--- src/sv/aggp_pkg.sv ---
`timescale 1ns / 1ps
// Shared types and constants for the antialiased glyph pixel plotter.
// No dependencies; every other file refers to this package by scoped names.
package aggp_pkg;

    localparam int COORD_W     = 12;
    localparam int SHADE_W     = 4;
    localparam int BYTE_ADDR_W = 18;
    localparam int POS_W       = 24;

    // operation codes
    localparam logic OP_PLOT = 1'b0;
    localparam logic OP_READ = 1'b1;

    // register index, taken from paddr[2]
    localparam logic REG_ROTATE = 1'b0;
    localparam logic REG_PAPER  = 1'b1;

    localparam logic               ROTATE_RESET = 1'b1;
    localparam logic [SHADE_W-1:0] PAPER_RESET  = 4'hF;

    localparam logic [7:0] CLEAR_BYTE = 8'hFF;
    localparam logic [7:0] LO_MASK    = 8'h0F;
    localparam logic [7:0] HI_MASK    = 8'hF0;

    // x/15 for 0 <= x <= 225 equals (x*137) >> 11
    localparam logic [7:0] BLEND_RECIP = 8'd137;
    localparam int         BLEND_SHIFT = 11;

    // result queue
    localparam int          OQ_DEPTH = 8;
    localparam int          OQ_PTR_W = 3;
    localparam int          OQ_CNT_W = 4;
    localparam logic [OQ_CNT_W-1:0] OQ_FULL = 4'd8;

    typedef struct packed {
        logic                          operation;
        logic signed [COORD_W-1:0]     x_coord;
        logic signed [COORD_W-1:0]     y_coord;
        logic [SHADE_W-1:0]            coverage;
        logic [SHADE_W-1:0]            ink;
        logic [BYTE_ADDR_W-1:0]        byte_address;
    } plot_item_t;

    typedef struct packed {
        logic [7:0] read_byte;
        logic       pixel_written;
    } plot_result_t;

endpackage

--- src/sv/aggp_result_q.sv ---
`timescale 1ns / 1ps
// Result queue with a credit count of beats accepted but not yet delivered.
// Keeps the pipeline free of stalls. Uses aggp_pkg.
module aggp_result_q (
    input  logic                   clk,
    input  logic                   rst_n,
    input  logic                   take,
    input  logic                   push,
    input  aggp_pkg::plot_result_t push_data,
    output logic                   out_valid,
    input  logic                   out_ready,
    output aggp_pkg::plot_result_t out_data,
    output logic                   has_room
);

    aggp_pkg::plot_result_t q_mem [aggp_pkg::OQ_DEPTH];

    logic [aggp_pkg::OQ_PTR_W-1:0] wr_ptr_reg;
    logic [aggp_pkg::OQ_PTR_W-1:0] wr_ptr_next;
    logic [aggp_pkg::OQ_PTR_W-1:0] rd_ptr_reg;
    logic [aggp_pkg::OQ_PTR_W-1:0] rd_ptr_next;
    logic [aggp_pkg::OQ_CNT_W-1:0] fill_reg;
    logic [aggp_pkg::OQ_CNT_W-1:0] fill_next;
    logic [aggp_pkg::OQ_CNT_W-1:0] credit_reg;
    logic [aggp_pkg::OQ_CNT_W-1:0] credit_next;
    logic                          pop;

    always_comb
    begin
        pop         = (fill_reg != '0) && out_ready;
        wr_ptr_next = push ? wr_ptr_reg + 1'b1 : wr_ptr_reg;
        rd_ptr_next = pop ? rd_ptr_reg + 1'b1 : rd_ptr_reg;
        fill_next   = fill_reg + {3'b0, push} - {3'b0, pop};
        credit_next = credit_reg + {3'b0, take} - {3'b0, pop};
    end

    always_ff @(posedge clk or negedge rst_n)
    begin
        if (!rst_n)
        begin
            wr_ptr_reg <= '0;
            rd_ptr_reg <= '0;
            fill_reg   <= '0;
            credit_reg <= '0;
        end
        else
        begin
            wr_ptr_reg <= wr_ptr_next;
            rd_ptr_reg <= rd_ptr_next;
            fill_reg   <= fill_next;
            credit_reg <= credit_next;
        end
    end

    always_ff @(posedge clk)
    begin
        if (push)
        begin
            q_mem[wr_ptr_reg] <= push_data;
        end
    end

    assign out_valid = fill_reg != '0;
    assign out_data  = q_mem[rd_ptr_reg];
    assign has_room  = credit_reg < aggp_pkg::OQ_FULL;

endmodule

--- config.mk ---
export PLATFORM = sky130hd
export DESIGN_NAME = aggp_result_q
export DESIGN_NICKNAME = d
export VERILOG_FILES = /design/src/sv/aggp_pkg.sv /design/src/sv/aggp_result_q.sv
export SDC_FILE = /design/constraint.sdc
export NUM_CORES = 1
export LEC_CHECK = 0
export BUFFER_PORTS_ARGS = -buffer_cell sky130_fd_sc_hd__buf_2
export CORE_UTILIZATION = 25
export DETAILED_ROUTE_END_ITERATION = 8
export PLACE_DENSITY = 0.38
export SETUP_SLACK_MARGIN = 0.5
export SLEW_MARGIN = 20
export SYNTH_ARGS = -nofsm -noshare
export SYNTH_HDL_FRONTEND = slang
export SYNTH_SLANG_ARGS = --single-unit
--- constraint.sdc ---
create_clock -name clk -period 5 [get_ports clk]
set_clock_uncertainty 0.1 [all_clocks]
set_input_delay 0.75 -clock clk [delete_from_list [all_inputs] [get_ports clk]]
set_output_delay 0.75 -clock clk [all_outputs]
set_load 0.01 [all_outputs]
# --- Yosys cells after proc, flatten, opt, wreduce, memory -nomap -nowiden ---
# Memory sizes are Yosys's and may differ from the RTL's.
# Index checks and enable logic that the tools add are counted.
op_classes:
  magnitude_cmp: 1
  n_bitwise: 0
  add_sub_neg: 6
  mux: 2
  div: 0
  multipliers: 0
  n_shift: 0
  eq_ne: 0
  reduce_logical: 2
op_table:
  columns: ["op", "count"]
  rows:
  - ["$add A4 B1 Y4", 2]
  - ["$sub A4 B1 Y4", 2]
  - ["$add A3 B1 Y3 const B", 2]
  - ["$lt A4 B4 Y1 const B", 1]
  - ["$reduce_bool A4 Y1", 1]
  - ["$mux W1", 2]
  - ["$logic_and A1 B1 Y1", 1]
totals:
  mem_bits_ro: 0
  ram_bits: 72
  word_cells: 16
  out_inout_bits: 11
  register_bits: 14
  latchBits: 0
  inputBits: 14
  memories: 1
mem_list:
  columns: ["name", "depth", "word_bits", "rd", "rd_clocked_by_memory_dff", "write_ports", "line", "text"]
  rows:
  - ["q_mem", 8, 9, 1, 0, 1, "aggp_result_q.sv:16", "aggp_pkg::plot_result_t q_mem [aggp_pkg::OQ_DEPTH];"]

# --- Longest topological paths before layout ---
logic_depth:
  word_depth: 3
  mapped_depth: 9
  mapped_depth_nobuf: 9

# --- Least setup slack after synthesis ---
# OpenSTA, ideal clock, no wires.
synth_path:
  path_kind: "flip-flop to output port"
  from: "register rd_ptr_reg[0] (netlist bit)"
  to: "output port out_data[0] (netlist bit)"
  required_ns: 4.150
  arrival_ns: 1.402
  stages_incl_launch_ff: 5
  path_slack_ns: 2.748
  cell_sequence: "dfrtp_1 > buf_6 > buf_12 > mux4_2 > mux2_4"
synth_lines:
  columns: ["element", "line", "text"]
  rows:
  - ["from (decl)", "aggp_result_q.sv:20", "logic [aggp_pkg::OQ_PTR_W-1:0] rd_ptr_reg;"]
  - ["from (signal assigned)", "aggp_result_q.sv:49", "rd_ptr_reg <= rd_ptr_next;"]
  - ["to (decl)", "aggp_result_q.sv:12", "output aggp_pkg::plot_result_t out_data,"]

==> results.cfg <==
[synthesis]
synth_compound_area_share_pct = 0.703
synth_seq_cells = 86
ys_types = 26
synth_adder_area_share_pct = 4.29
synth.top_cell.area_share_pct = 60.8
ys_warn_count = 0
synth.largest_area_cell = edfxtp_1
ys.flop_type = edfxtp_1
synth-xor-area-share_pct = 2.46
ys_async_sr_fraction_pct = 16.3
synth_top_family_by_area = multiplexers
yosysSeqAreaShare_pct = 70.6
syn-num-nets = 199
synth_edf_count = 72
syn_inst = 174
synthSimpleGateAreaFrac_pct = 2.78
synthMuxAreaShare_pct = 17.1
synth_area_leaders = edfxtp_1 61%, dfrtp_1 9.8%, mux4_1 6.6%
synth_area_per_cell_um2 = 20.5
netlist_area_um2 = 3560

[sta]
worstMarginPinSlew_ns = 1.09
clock.fmax_ghz = 0.314
fin_tns_setup_ns = 0
finalHoldViolCount = 0
max-slew-margin-rel_pct = 27.4
setup_viol = 0
rsz0062_at_grt = no
min_period_ns = 3.18
fin_crit_sh_pct = 63.7
fin_ws_ns = 1.82
slew_violations = 0

[global_routing]
grt_pass1_vias = 1719
grt_pass1_wl_mm = 10.1
overflow = 0
grt_max_degree = 20
antenna_found_initial = 0
track_usage_pct = 10.0

[drt]
drtIter0Drc = 87
drtPass1Iterations = 4
wl_per_cell_um = 16.8
routed-via-count = 1612
drc_errors = 0
vias_per_cell = 4.08
wl_mm = 6.64
detail-route-antenna-nets = 0

[job]
maxCapViolations = 0

[finish]
drive_gt1_share_pct = 33.0
antennaDiodeCount = 0
area_growth_pct = 17.5
largest_register_ffs = 72
final_cells = 395
nets = 235
final_cell_mix = 72 x edfxtp_1, 24 x buf_2, 14 x dfrtp_1
fillers = 1374
final_util_pct = 30.1
final_common_cell = edfxtp_1

[floorplanning]
die_w_um = 121
die_area_um2 = 14700
pin_count = 25
num_rows = 43
start_util_pct = 25.6
core_area_um2 = 13900
die-height_um = 121

[clocking]
clock-sinks = 86
tritoncts = done
cts_made_buffers = 9
path_clk_slew_ns = 0.06
cts_setup_buffers = 0
clk_latency_ns = 0.33
hold_buffers = 0
cts_resized = 0
root_buffer = clkbuf_16
htree_levels = 3
clockBufferDepth = 2

[place]
portBuffers = 24
dp_hpwl_mm = 4.09
dp_slack_ns = 2.11
dp.cells = 379
routabilityCongestion = 0.620

[critical_path]
critPathMaxFanout = 12
worstSetupStartpointType = flop
crit_type = flop to primary output
worstSetupEndpointType = primary output
worstPathRequired_ns = 4.15
crit_arrival_ns = 2.33

[worst_hold_path]
hold_class = primary input to asynchronous set/reset pin

[pwr]
totalPowerFinal_mw = 2.43
p_per_area_nw_per_um2 = 581
vdd_drop_max_mv = 0.248
p_leak_nw = 1.51

[outcome]
outcome = finished, final reports clean
[metal layers]
layer	track usage, %	part of all wire, %	vias up
met2	16.1	49	29
met3	3.95	4.5	9
met4	3.70	1.4	0
met5	0	0	-
li1	-	-	756
met1	12.1	45	818
[per-stage QoR]
stage               cell area [um^2]  hold slack [ns]
finish                          4180            0.211
global route                    4180            0.226
CTS                             4180            0.216
detailed placement              3900            0.443
global placement                3900            0.436
floorplan                       3560            0.354
[path summary, 6_finish.rpt]
kind | to | start | slack (ns) | cells after the start
max in group asynchronous | wr_ptr_reg[2]$_DFFE_PN0P_ | rst_n | 4.34 | 1
max | out_data[4] | rd_ptr_reg[0]$_DFFE_PN0P_ | 1.82 | 4
min reg2reg | wr_ptr_reg[2]$_DFFE_PN0P_ | wr_ptr_reg[2]$_DFFE_PN0P_ | 0.47 | 1
max reg2reg | credit_reg[2]$_DFF_PN0_ | fill_reg[2]$_DFF_PN0_ | 2.64 | 9
min in group clk | wr_ptr_reg[2]$_DFFE_PN0P_ | wr_ptr_reg[2]$_DFFE_PN0P_ | 0.47 | 1
min | credit_reg[2]$_DFF_PN0_ | rst_n | 0.21 | 1
[cell type report]
cell class	count	area (um^2)	share of cell area (%)
Clock buffer	10	229	5.47
Multi-Input combinational cell	75	976	23.3
Sequential cell	86	2510	60.1
Tap cell	180	225	5.38
Clock inverter	6	45.0	1.08
Timing Repair Buffer	30	165	3.95
Inverter	8	30.0	0.718
[synth_stat cells (all sizes together) (3+ instances only)]
| master | number |
|---|---|
| buf | 4 |
| dfrtp | 14 |
| edfxtp | 72 |
| ha | 9 |
| inv | 8 |
| mux2 | 11 |
| mux4 | 18 |
| nand2 | 4 |
| nand2b | 3 |
| nor2 | 7 |
| xnor2 | 7 |
| xor2 | 3 |
[kinds of logic (layout without fill, tap and decap cells)]
| kind of cell | Yosys count | count (layout) |
|---|---|---|
| AND/OR/NAND/NOR | 20 | 20 |
| flip-flops | 86 | 86 |
| multiplexers | 30 | 30 |
| buffers and inverters | 13 | 54 |
| adder cells (fa/ha/maj) | 11 | 11 |
| AO/OA/AOI/OAI | 4 | 4 |
| XOR/XNOR | 10 | 10 |
[report_power, final]
part	switching (mW)	total, mW	internal (mW)
registers	0.137	1.07	0.930
logic	0.320	0.749	0.429
clock network	0.277	0.616	0.339
[critical path, stage by stage, from the launching register on]
cell     delay, ns
dfrtp_1       0.65
buf_4         0.35
mux4_1        0.58
mux2_4        0.27
buf_2         0.14
Power figures use the tool's default switching activity.
