===== src/sv/aggp_pkg.sv =====
`timescale 1ns / 1ps
// Shared types and constants for the antialiased glyph pixel plotter.
// No dependencies; every other file refers to this package by scoped names.
package aggp_pkg;

    localparam int COORD_W     = 12;
    localparam int SHADE_W     = 4;
    localparam int BYTE_ADDR_W = 18;
    localparam int POS_W       = 24;

    // operation codes
    localparam logic OP_PLOT = 1'b0;
    localparam logic OP_READ = 1'b1;

    // register index, taken from paddr[2]
    localparam logic REG_ROTATE = 1'b0;
    localparam logic REG_PAPER  = 1'b1;

    localparam logic               ROTATE_RESET = 1'b1;
    localparam logic [SHADE_W-1:0] PAPER_RESET  = 4'hF;

    localparam logic [7:0] CLEAR_BYTE = 8'hFF;
    localparam logic [7:0] LO_MASK    = 8'h0F;
    localparam logic [7:0] HI_MASK    = 8'hF0;

    // x/15 for 0 <= x <= 225 equals (x*137) >> 11
    localparam logic [7:0] BLEND_RECIP = 8'd137;
    localparam int         BLEND_SHIFT = 11;

    // result queue
    localparam int          OQ_DEPTH = 8;
    localparam int          OQ_PTR_W = 3;
    localparam int          OQ_CNT_W = 4;
    localparam logic [OQ_CNT_W-1:0] OQ_FULL = 4'd8;

    typedef struct packed {
        logic                          operation;
        logic signed [COORD_W-1:0]     x_coord;
        logic signed [COORD_W-1:0]     y_coord;
        logic [SHADE_W-1:0]            coverage;
        logic [SHADE_W-1:0]            ink;
        logic [BYTE_ADDR_W-1:0]        byte_address;
    } plot_item_t;

    typedef struct packed {
        logic [7:0] read_byte;
        logic       pixel_written;
    } plot_result_t;

endpackage


===== src/sv/aggp_plot_pipe.sv =====
`timescale 1ns / 1ps
// Three-stage plot pipeline: rotate and blend, address and read, merge and write back.
// Forwards the last written byte into a read of the same entry. Uses aggp_pkg.
module aggp_plot_pipe #(
    parameter int PANEL_WIDTH  = 960,
    parameter int PANEL_HEIGHT = 540,
    parameter int ADDR_W       = 18
) (
    input  logic                          clk,
    input  logic                          rst_n,
    input  logic                          take,
    input  aggp_pkg::plot_item_t          item,
    input  logic                          rotate_ccw,
    input  logic [aggp_pkg::SHADE_W-1:0]  paper_shade,
    output logic [ADDR_W-1:0]             rd_idx,
    input  logic [7:0]                    rd_data,
    output logic                          wr_en,
    output logic [ADDR_W-1:0]             wr_idx,
    output logic [7:0]                    wr_data,
    output logic                          push,
    output aggp_pkg::plot_result_t        result
);

    localparam int ROW_BYTES   = PANEL_WIDTH / 2;
    localparam int STORE_BYTES = ROW_BYTES * PANEL_HEIGHT;
    localparam int PW          = aggp_pkg::POS_W;

    localparam logic [12:0]   CANVAS_COLS = 13'(PANEL_HEIGHT);
    localparam logic [12:0]   CANVAS_ROWS = 13'(PANEL_WIDTH);
    localparam logic [12:0]   COL_LAST    = 13'(PANEL_HEIGHT - 1);
    localparam logic [12:0]   ROW_LAST    = 13'(PANEL_WIDTH - 1);
    localparam logic [PW-1:0] ROW_STEP    = PW'(ROW_BYTES);
    localparam logic [PW-1:0] STORE_LIMIT = PW'(STORE_BYTES);

    // stage 1: registered item
    logic                 s1_valid_reg;
    logic                 s1_valid_next;
    aggp_pkg::plot_item_t s1_item_reg;
    aggp_pkg::plot_item_t s1_item_next;

    logic [12:0]          xu;
    logic [12:0]          yu;
    logic                 on_canvas;
    logic [12:0]          px13;
    logic [12:0]          py13;
    logic signed [4:0]    diff;
    logic signed [9:0]    blend_full;

    // stage 2
    logic                 s2_valid_reg;
    logic                 s2_valid_next;
    logic                 s2_op_reg;
    logic                 s2_op_next;
    logic                 s2_plot_reg;
    logic                 s2_plot_next;
    logic [PW-1:0]        s2_row_reg;
    logic [PW-1:0]        s2_row_next;
    logic [10:0]          s2_half_reg;
    logic [10:0]          s2_half_next;
    logic                 s2_hi_reg;
    logic                 s2_hi_next;
    logic signed [8:0]    s2_blend_reg;
    logic signed [8:0]    s2_blend_next;
    logic [aggp_pkg::BYTE_ADDR_W-1:0] s2_addr_reg;
    logic [aggp_pkg::BYTE_ADDR_W-1:0] s2_addr_next;

    logic [PW-1:0]        pos;
    logic                 in_range;
    logic [7:0]           mag;
    logic [15:0]          recip_prod;
    logic [3:0]           quot;
    logic [3:0]           shade;

    // stage 3
    logic                 s3_valid_reg;
    logic                 s3_valid_next;
    logic                 s3_op_reg;
    logic                 s3_op_next;
    logic                 s3_hit_reg;
    logic                 s3_hit_next;
    logic                 s3_wr_reg;
    logic                 s3_wr_next;
    logic [ADDR_W-1:0]    s3_idx_reg;
    logic [ADDR_W-1:0]    s3_idx_next;
    logic                 s3_hi_reg;
    logic                 s3_hi_next;
    logic [3:0]           s3_shade_reg;
    logic [3:0]           s3_shade_next;
    logic                 s3_fwd_reg;
    logic                 s3_fwd_next;
    logic [7:0]           s3_fwd_data_reg;
    logic [7:0]           s3_fwd_data_next;

    logic [7:0]           old_byte;
    logic [7:0]           new_byte;

    // stage 1: bounds, rotation, blend product, row offset
    always_comb
    begin
        s1_valid_next = take;
        s1_item_next  = item;

        xu        = {1'b0, s1_item_reg.x_coord};
        yu        = {1'b0, s1_item_reg.y_coord};
        on_canvas = !s1_item_reg.x_coord[11] && !s1_item_reg.y_coord[11]
                    && (xu < CANVAS_COLS) && (yu < CANVAS_ROWS);

        if (rotate_ccw)
        begin
            px13 = yu;
            py13 = COL_LAST - xu;
        end
        else
        begin
            px13 = ROW_LAST - yu;
            py13 = xu;
        end

        diff       = $signed({1'b0, s1_item_reg.ink}) - $signed({1'b0, paper_shade});
        blend_full = $signed({1'b0, s1_item_reg.coverage}) * diff;

        s2_valid_next = s1_valid_reg;
        s2_op_next    = s1_item_reg.operation;
        s2_plot_next  = (s1_item_reg.operation == aggp_pkg::OP_PLOT)
                        && (s1_item_reg.coverage != '0) && on_canvas;
        s2_row_next   = PW'(py13[11:0]) * ROW_STEP;
        s2_half_next  = px13[11:1];
        s2_hi_next    = px13[0];
        s2_blend_next = blend_full[8:0];
        s2_addr_next  = s1_item_reg.byte_address;
    end

    // stage 2: byte address, range check, shade quotient
    always_comb
    begin
        if (s2_op_reg == aggp_pkg::OP_READ)
        begin
            pos = PW'(s2_addr_reg);
        end
        else
        begin
            pos = s2_row_reg + PW'(s2_half_reg);
        end
        in_range = pos < STORE_LIMIT;
        rd_idx   = pos[ADDR_W-1:0];

        // truncate toward zero: divide the magnitude, then restore the sign
        mag        = s2_blend_reg[8] ? 8'(-s2_blend_reg) : 8'(s2_blend_reg);
        recip_prod = {8'b0, mag} * {8'b0, aggp_pkg::BLEND_RECIP};
        quot       = recip_prod[aggp_pkg::BLEND_SHIFT +: 4];
        shade      = s2_blend_reg[8] ? (paper_shade - quot) : (paper_shade + quot);

        s3_valid_next = s2_valid_reg;
        s3_op_next    = s2_op_reg;
        s3_hit_next   = in_range;
        s3_wr_next    = s2_plot_reg && in_range;
        s3_idx_next   = pos[ADDR_W-1:0];
        s3_hi_next    = s2_hi_reg;
        s3_shade_next = shade;

        // the byte written this cycle is not yet in the read data
        s3_fwd_next      = s3_valid_reg && s3_wr_reg && (s3_idx_reg == pos[ADDR_W-1:0]);
        s3_fwd_data_next = new_byte;
    end

    // stage 3: merge nibble, write back, form result
    always_comb
    begin
        old_byte = s3_fwd_reg ? s3_fwd_data_reg : rd_data;
        if (s3_hi_reg)
        begin
            new_byte = (old_byte & aggp_pkg::LO_MASK) | {s3_shade_reg, 4'b0};
        end
        else
        begin
            new_byte = (old_byte & aggp_pkg::HI_MASK) | {4'b0, s3_shade_reg};
        end

        wr_en   = s3_valid_reg && s3_wr_reg;
        wr_idx  = s3_idx_reg;
        wr_data = new_byte;

        push                 = s3_valid_reg;
        result.read_byte     = ((s3_op_reg == aggp_pkg::OP_READ) && s3_hit_reg) ? old_byte : 8'h00;
        result.pixel_written = (s3_op_reg == aggp_pkg::OP_PLOT) && s3_wr_reg;
    end

    always_ff @(posedge clk or negedge rst_n)
    begin
        if (!rst_n)
        begin
            s1_valid_reg <= 1'b0;
            s2_valid_reg <= 1'b0;
            s3_valid_reg <= 1'b0;
        end
        else
        begin
            s1_valid_reg <= s1_valid_next;
            s2_valid_reg <= s2_valid_next;
            s3_valid_reg <= s3_valid_next;
        end
    end

    always_ff @(posedge clk)
    begin
        if (take)
        begin
            s1_item_reg <= s1_item_next;
        end
        s2_op_reg       <= s2_op_next;
        s2_plot_reg     <= s2_plot_next;
        s2_row_reg      <= s2_row_next;
        s2_half_reg     <= s2_half_next;
        s2_hi_reg       <= s2_hi_next;
        s2_blend_reg    <= s2_blend_next;
        s2_addr_reg     <= s2_addr_next;
        s3_op_reg       <= s3_op_next;
        s3_hit_reg      <= s3_hit_next;
        s3_wr_reg       <= s3_wr_next;
        s3_idx_reg      <= s3_idx_next;
        s3_hi_reg       <= s3_hi_next;
        s3_shade_reg    <= s3_shade_next;
        s3_fwd_reg      <= s3_fwd_next;
        s3_fwd_data_reg <= s3_fwd_data_next;
    end

endmodule


===== config.mk =====
export PLATFORM = sky130hd
export DESIGN_NAME = aggp_plot_pipe
export DESIGN_NICKNAME = d
export VERILOG_FILES = /design/src/sv/aggp_pkg.sv /design/src/sv/aggp_plot_pipe.sv
export SDC_FILE = /design/constraint.sdc
export NUM_CORES = 1
export LEC_CHECK = 0
export BUFFER_PORTS_ARGS = -buffer_cell sky130_fd_sc_hd__buf_4
export CELL_PAD_IN_SITES_DETAIL_PLACEMENT = 0
export CELL_PAD_IN_SITES_GLOBAL_PLACEMENT = 1
export CORE_ASPECT_RATIO = 1.1
export CORE_MARGIN = 10
export CORE_UTILIZATION = 46
export DETAILED_ROUTE_END_ITERATION = 10
export PLACE_DENSITY = 0.87
export SETUP_SLACK_MARGIN = 0.3
export SYNTH_ARGS = -nofsm -noshare
export SYNTH_HDL_FRONTEND = slang
export SYNTH_SLANG_ARGS = --single-unit

===== constraint.sdc =====
create_clock -name clk -period 5.8 [get_ports clk]
set_input_delay 1.16 -clock clk [delete_from_list [all_inputs] [get_ports clk]]
set_output_delay 1.16 -clock clk [all_outputs]
set_load 0.005 [all_outputs]

[After elaboration in Yosys (flattened, before gate mapping)]
Index checks and enable logic that the tools add are counted.
Word-level totals
  RAM bits: 0
  output and inout port bits: 55
  bits in latches: 0
  bits in registers: 146
  ROM bits: 0
  input port bits: 67
  memories: 0
Cells by class
  shifts and indexed selects: 0
  div/mod/pow operators: 0
  magnitude comparators: 3
  bitwise operators: 4
  add/subtract/negate cells: 7
  multiplexer cells: 8
  equal/unequal tests: 1
  reductions and logical operators: 13
  $mul: 3
Operator list (count)
  8-bit 2-to-1 mux: 4
  12-bit by 10-bit less-than comparator with 1-bit output (second input constant): 2
  24-bit by 18-bit less-than comparator with 1-bit output (second input constant): 1
  12-bit 2-to-1 mux: 2
  10-bit by 12-bit subtractor with 12-bit output (first input constant): 2
  21-bit by 11-bit adder with 22-bit output: 1
  22-bit 2-to-1 mux: 1
  18-bit == test: 1
  12-bit by 4-bit multiplier with 16-bit output (second input constant): 1
  8-bit by 8-bit multiplier with 15-bit output (second input constant): 1
  1-bit logical AND: 10
  5-bit by 5-bit multiplier with 9-bit output: 1
  8-bit negator: 1
  4-bit by 8-bit OR with 8-bit output: 1
  8-bit by 4-bit OR with 8-bit output: 1
  4-bit by 4-bit subtractor with 5-bit output: 1
  4-bit adder: 1
  4-bit 2-to-1 mux: 1
  4-bit nonzero test: 1
  4-bit subtractor: 1
  1-bit zero test: 2
  1-bit NOT: 2

[Logic depth before layout (Yosys ltp)]
  depth in word-level cells: 5
  gate-level depth with buffers: 26
  depth with buffers taken out: 26

[Worst setup path before layout]
Ideal clock, no wire load.
  kind: input port to flip-flop
  start point: input port paper_shade[0] (netlist bit)
  end point: register s2_blend_reg[8]
  data required time: 5680 ps
  data arrival time: 4940 ps
  path slack: 740 ps
  cell stages on the path: 16
  path through: ha_1 > inv_1 > fa_1 > a21o_1 > a21oi_1 > nand2b_1 > fa_1 > fa_1 > fa_1 > inv_1 > ha_1 > a21o_1 > a21oi_1 > o21bai_1 > a21oi_1 > xnor2_1
Between the ends
  cells in the longest elaborated chain, start to end: 2
RTL lines
  start: declaration: RTL line aggp_plot_pipe.sv:14  | input logic [aggp_pkg::SHADE_W-1:0] paper_shade,
  4-bit by 4-bit subtractor with 5-bit output: RTL line aggp_plot_pipe.sv:119  | diff = $signed({1'b0, s1_item_reg.ink}) - $signed({1'b0, paper_shade});
  5-bit by 5-bit multiplier with 9-bit output: RTL line aggp_plot_pipe.sv:120  | blend_full = $signed({1'b0, s1_item_reg.coverage}) * diff;
  named net blend_full[8]: RTL line aggp_plot_pipe.sv:47  | logic signed [9:0] blend_full;
  end signal: assignment: RTL line aggp_plot_pipe.sv:215  | s2_blend_reg <= s2_blend_next;
  end: declaration: RTL line aggp_plot_pipe.sv:62  | logic signed [8:0] s2_blend_reg;
The timed path passes the listed nets, and every way through them passes these cells.
A chain may end at the register's enable or synchronous reset.

[Final worst setup path]
  start point: register s2_blend_reg[0]
  end point: register s3_shade_reg[3]
Between the ends
  cells in the longest elaborated chain, start to end: 5
  elaborated cells on any way between the ends: 6
  those cells by class: add/sub (3); mul (1); mux (2)
RTL lines
  8-bit negator: RTL line aggp_plot_pipe.sv:148  | mag = s2_blend_reg[8] ? 8'(-s2_blend_reg) : 8'(s2_blend_reg);
  8-bit 2-to-1 mux (*): RTL line aggp_plot_pipe.sv:148
  8-bit by 8-bit multiplier with 15-bit output (*): RTL line aggp_plot_pipe.sv:149  | recip_prod = {8'b0, mag} * {8'b0, aggp_pkg::BLEND_RECIP};
  4-bit adder / 4-bit subtractor (equally long branches): RTL line aggp_plot_pipe.sv:151  | shade = s2_blend_reg[8] ? (paper_shade - quot) : (paper_shade + quot);
  4-bit 2-to-1 mux (*): RTL line aggp_plot_pipe.sv:151
  named net s3_shade_next[3]: RTL line aggp_plot_pipe.sv:88  | logic [3:0] s3_shade_next;
  end signal: assignment: RTL line aggp_plot_pipe.sv:222  | s3_shade_reg <= s3_shade_next;
  end: declaration: RTL line aggp_plot_pipe.sv:87  | logic [3:0] s3_shade_reg;
Mark *: on every way through the listed nets, which the timed path passes. The rest lies on a longest branch.

==> results.sh <==
export IMPL_status="complete, no violations"
export IMPL_start_util_pct=47.0
export IMPL_drtIter0Drc=273
export IMPL_core_area_um2=17700
export IMPL_rrSetupSlack_ns=0.62
export IMPL_largest_reg_flops=32
export IMPL_wl_met1_um=8570
export IMPL_syn_instance_count=772
export IMPL_finalCritPeriodShare_pct=89.4
export IMPL_reg2reg_depth=22
export IMPL_synth_flop_cell="dfxtp_1"
export IMPL_max_freq_ghz=0.193
export IMPL_ys_types=72
export IMPL_min_path_type="reg -> reg"
export IMPL_slew_headroom_pct=50.5
export IMPL_total_power_mw=6.41
export IMPL_fp_dieW_um=148
export IMPL_holdCritStartpoint="s2_hi_reg"
export IMPL_die_h_um=161
export IMPL_syn_area_um2=8330
export IMPL_fin_nets=1079
export IMPL_tns_ns=0
export IMPL_dpl_cell_area_um2=9470
export IMPL_synth_warnings=0
export IMPL_clk_latency_ns=0.43
export IMPL_via_count=5740
export IMPL_drcViolationCount=0
export IMPL_numPortBuffers=121
export IMPL_wl_met2_um=7890
export IMPL_hold_violations=0
export IMPL_cts_max_level=4
export IMPL_cap_viol_max_count=0
export IMPL_clock_sinks=146
export IMPL_dp_hpwl_um=14000
export IMPL_avgRoutedWirePerCell_um=15.2
export IMPL_diodes=0
export IMPL_rsz0062_at_grt="no"
export IMPL_synth_area_leaders="dfxtp_1, edfxtp_1, ha_1"
export IMPL_grt_max_degree=53
export IMPL_cts_hold_buf=0
export IMPL_place_congestion=0.833
export IMPL_hold_path_end="s3_hi_reg"
export IMPL_clk_path_buf_depth=2
export IMPL_clock_skew_ns=0.00726
export IMPL_first_global_vias=5784
export IMPL_hold_depth=0
export IMPL_finish_instance_area_um2=10000
export IMPL_avgSynthCellArea_um2=10.8
export IMPL_drive_gt1_share_pct=21.3
export IMPL_io_pin_count=122
export IMPL_cp_end_kind="register"
export IMPL_holdWs_ns=0.327
export IMPL_rows=51
export IMPL_clockRootBuffer="clkbuf_16"
export IMPL_r2r_start="s2_blend_reg[0]"
export IMPL_post_place_cells=1117
export IMPL_finalSetupViolCount=0
export IMPL_syn2layout_area_growth_pct=20.6
export IMPL_grt_pass1_wl_um=28800
export IMPL_yosysSeqAreaShare_pct=41.4
export IMPL_async_reset_ff_share_pct=2.05
export IMPL_arrival_ns=5.54
export IMPL_grt_usage_pct=14.8
export IMPL_min_period_ns=5.18
export IMPL_yosysMostFrequentCell="dfxtp_1"
export IMPL_wl_met3_um=826
export IMPL_crit_path_start_kind="register"
export IMPL_synth_common_cells="dfxtp_1, inv_1, ha_1, xnor2_1, edfxtp_1"
export IMPL_criticalPathCategory="reg -> reg"
export IMPL_overflow=0
export IMPL_p_leak_nw=4.55
export IMPL_die_area_um2=23900
export IMPL_power_density_nw_per_um2=638
export IMPL_r2r_end="s3_shade_reg[3]"
export IMPL_yosysTopAreaCell="dfxtp_1"
export IMPL_cts_clk_slew_worst_paths_ns=0.06
export IMPL_firstDrtPassIters=4
export IMPL_drt_wl_total_um=17500
export IMPL_maxSlewViolCount=0
export IMPL_synth_edf_count=51
export IMPL_cts_made_buffers=17
export IMPL_synth_seq_cells=146
export IMPL_via_per_inst=4.98
export IMPL_crit_path_max_fanout=5
export IMPL_synth_top_area_share_pct=22.1
export IMPL_cts_tree="yes"
export IMPL_final_cell_count_no_fill=1153
export IMPL_postRouteAntennaNets=0
export IMPL_cp_required_ns=6.16
export IMPL_grt_antenna_before_repair=0
export IMPL_dr_max_layer_used="met4"
export IMPL_worst_pin_slew_ns=0.743
export IMPL_syn_nets=949
export IMPL_peakVddDrop_v=0.000448
[placed cells by master (no fill, tap or decap), types with 3 or more instances in the layout]
cell and n:
xor2_1 35, nand4_1 4, a31oi_1 6, dfrtp_1 3, edfxtp_1 51, dfxtp_1 91, or3_1 3, and3_1 6
o21bai_1 4, a21o_1 13, nor2_1 43, nor4_1 4, o21ai_0 19, nor3_1 16, fa_1 30, nand3_1 13
and2_1 12, or2_2 4, xnor2_1 58, clkinv_2 3, ha_1 80, mux2i_1 15, clkinv_4 3, inv_1 84
nor2b_1 12, nor3b_1 4, buf_4 127, inv_6 6, a21oi_1 31, nand2b_1 8, a41oi_1 3, clkbuf_16 17
nand2_1 35, nand4b_1 3, mux2_2 10, o31ai_1 5
[layout make-up]
class	count	area, um^2
clock buffers	17	425
clock inverters	15	120
fillers	1574	7690
inverters	85	319
multi-input cells	525	4480
flip-flops and latches	146	3450
well taps	238	298
repair buffers	127	953
[power by group]
part	internal (mW)	total, mW	switching (mW)
combinational	1.88	3.87	1.99
clock	0.558	1.01	0.454
sequential	1.32	1.54	0.213
total	3.76	6.41	2.65
[worst max-delay path, stage by stage (launching register included)]
cell	delay, ns
dfxtp_2	0.34
or3_4	0.41
o31ai_4	0.26
xor2_2	0.30
xor2_1	0.21
ha_1	0.26
ha_1	0.29
ha_1	0.33
and3_1	0.18
a31o_2	0.26
or2_2	0.30
xor2_1	0.18
inv_1	0.06
ha_1	0.28
mux2_2	0.29
inv_1	0.06
ha_1	0.22
a21o_1	0.15
a21oi_1	0.17
xnor2_1	0.15
xnor2_1	0.15
xnor2_1	0.15
xnor2_1	0.13
[worst max path at each step]
stage                    start               to  slack [ns]  cells past startpoint
3_3_place_gp    paper_shade[0]  s2_blend_reg[8]        0.65                     18
5_1_grt        s2_blend_reg[1]  s3_shade_reg[3]        0.31                     25
3_5_place_dp   s2_blend_reg[0]  s3_shade_reg[3]        0.50                     23
6_report       s2_blend_reg[0]  s3_shade_reg[3]        0.62                     22
2_1_floorplan   paper_shade[0]  s2_blend_reg[8]        0.74                     16
4_1_cts        s2_blend_reg[0]  s3_shade_reg[3]        0.47                     23
[per-layer routing]
layer  track usage (%)  up-vias
met3              3.69       18
met4              5.14        0
met2              23.3      127
met5                 0        -
li1                  -     2921
met1              19.4     2674
[repair_timing]
| item | 4_1_cts | 5_1_grt |
|---|---|---|
| setup buffers | 0 | 4 |
| gates resized for setup | 0 | 2 |
| setup endpoints to repair | 0 | 1 |
[cells by family after synthesis]
logic type | Yosys count | synth area share (%)
and+or+nand+nor | 182 | 11.7
DFF | 146 | 41.4
AOI/OAI and AO/OA | 114 | 9.79
adders and majority gates | 110 | 19.2
buffers and inverters | 101 | 4.79
xor gates and xnor gates | 94 | 9.97
muxes | 25 | 3.15
[stage by stage]
stage          setup slack, ns  util, %
2_1_floorplan            0.740        -
3_3_place_gp             0.647     53.4
5_1_grt                  0.312     56.7
6_report                 0.616     56.7
3_5_place_dp             0.503     53.4
4_1_cts                  0.470     56.5
No activity file was read; power rests on OpenSTA's default activity.
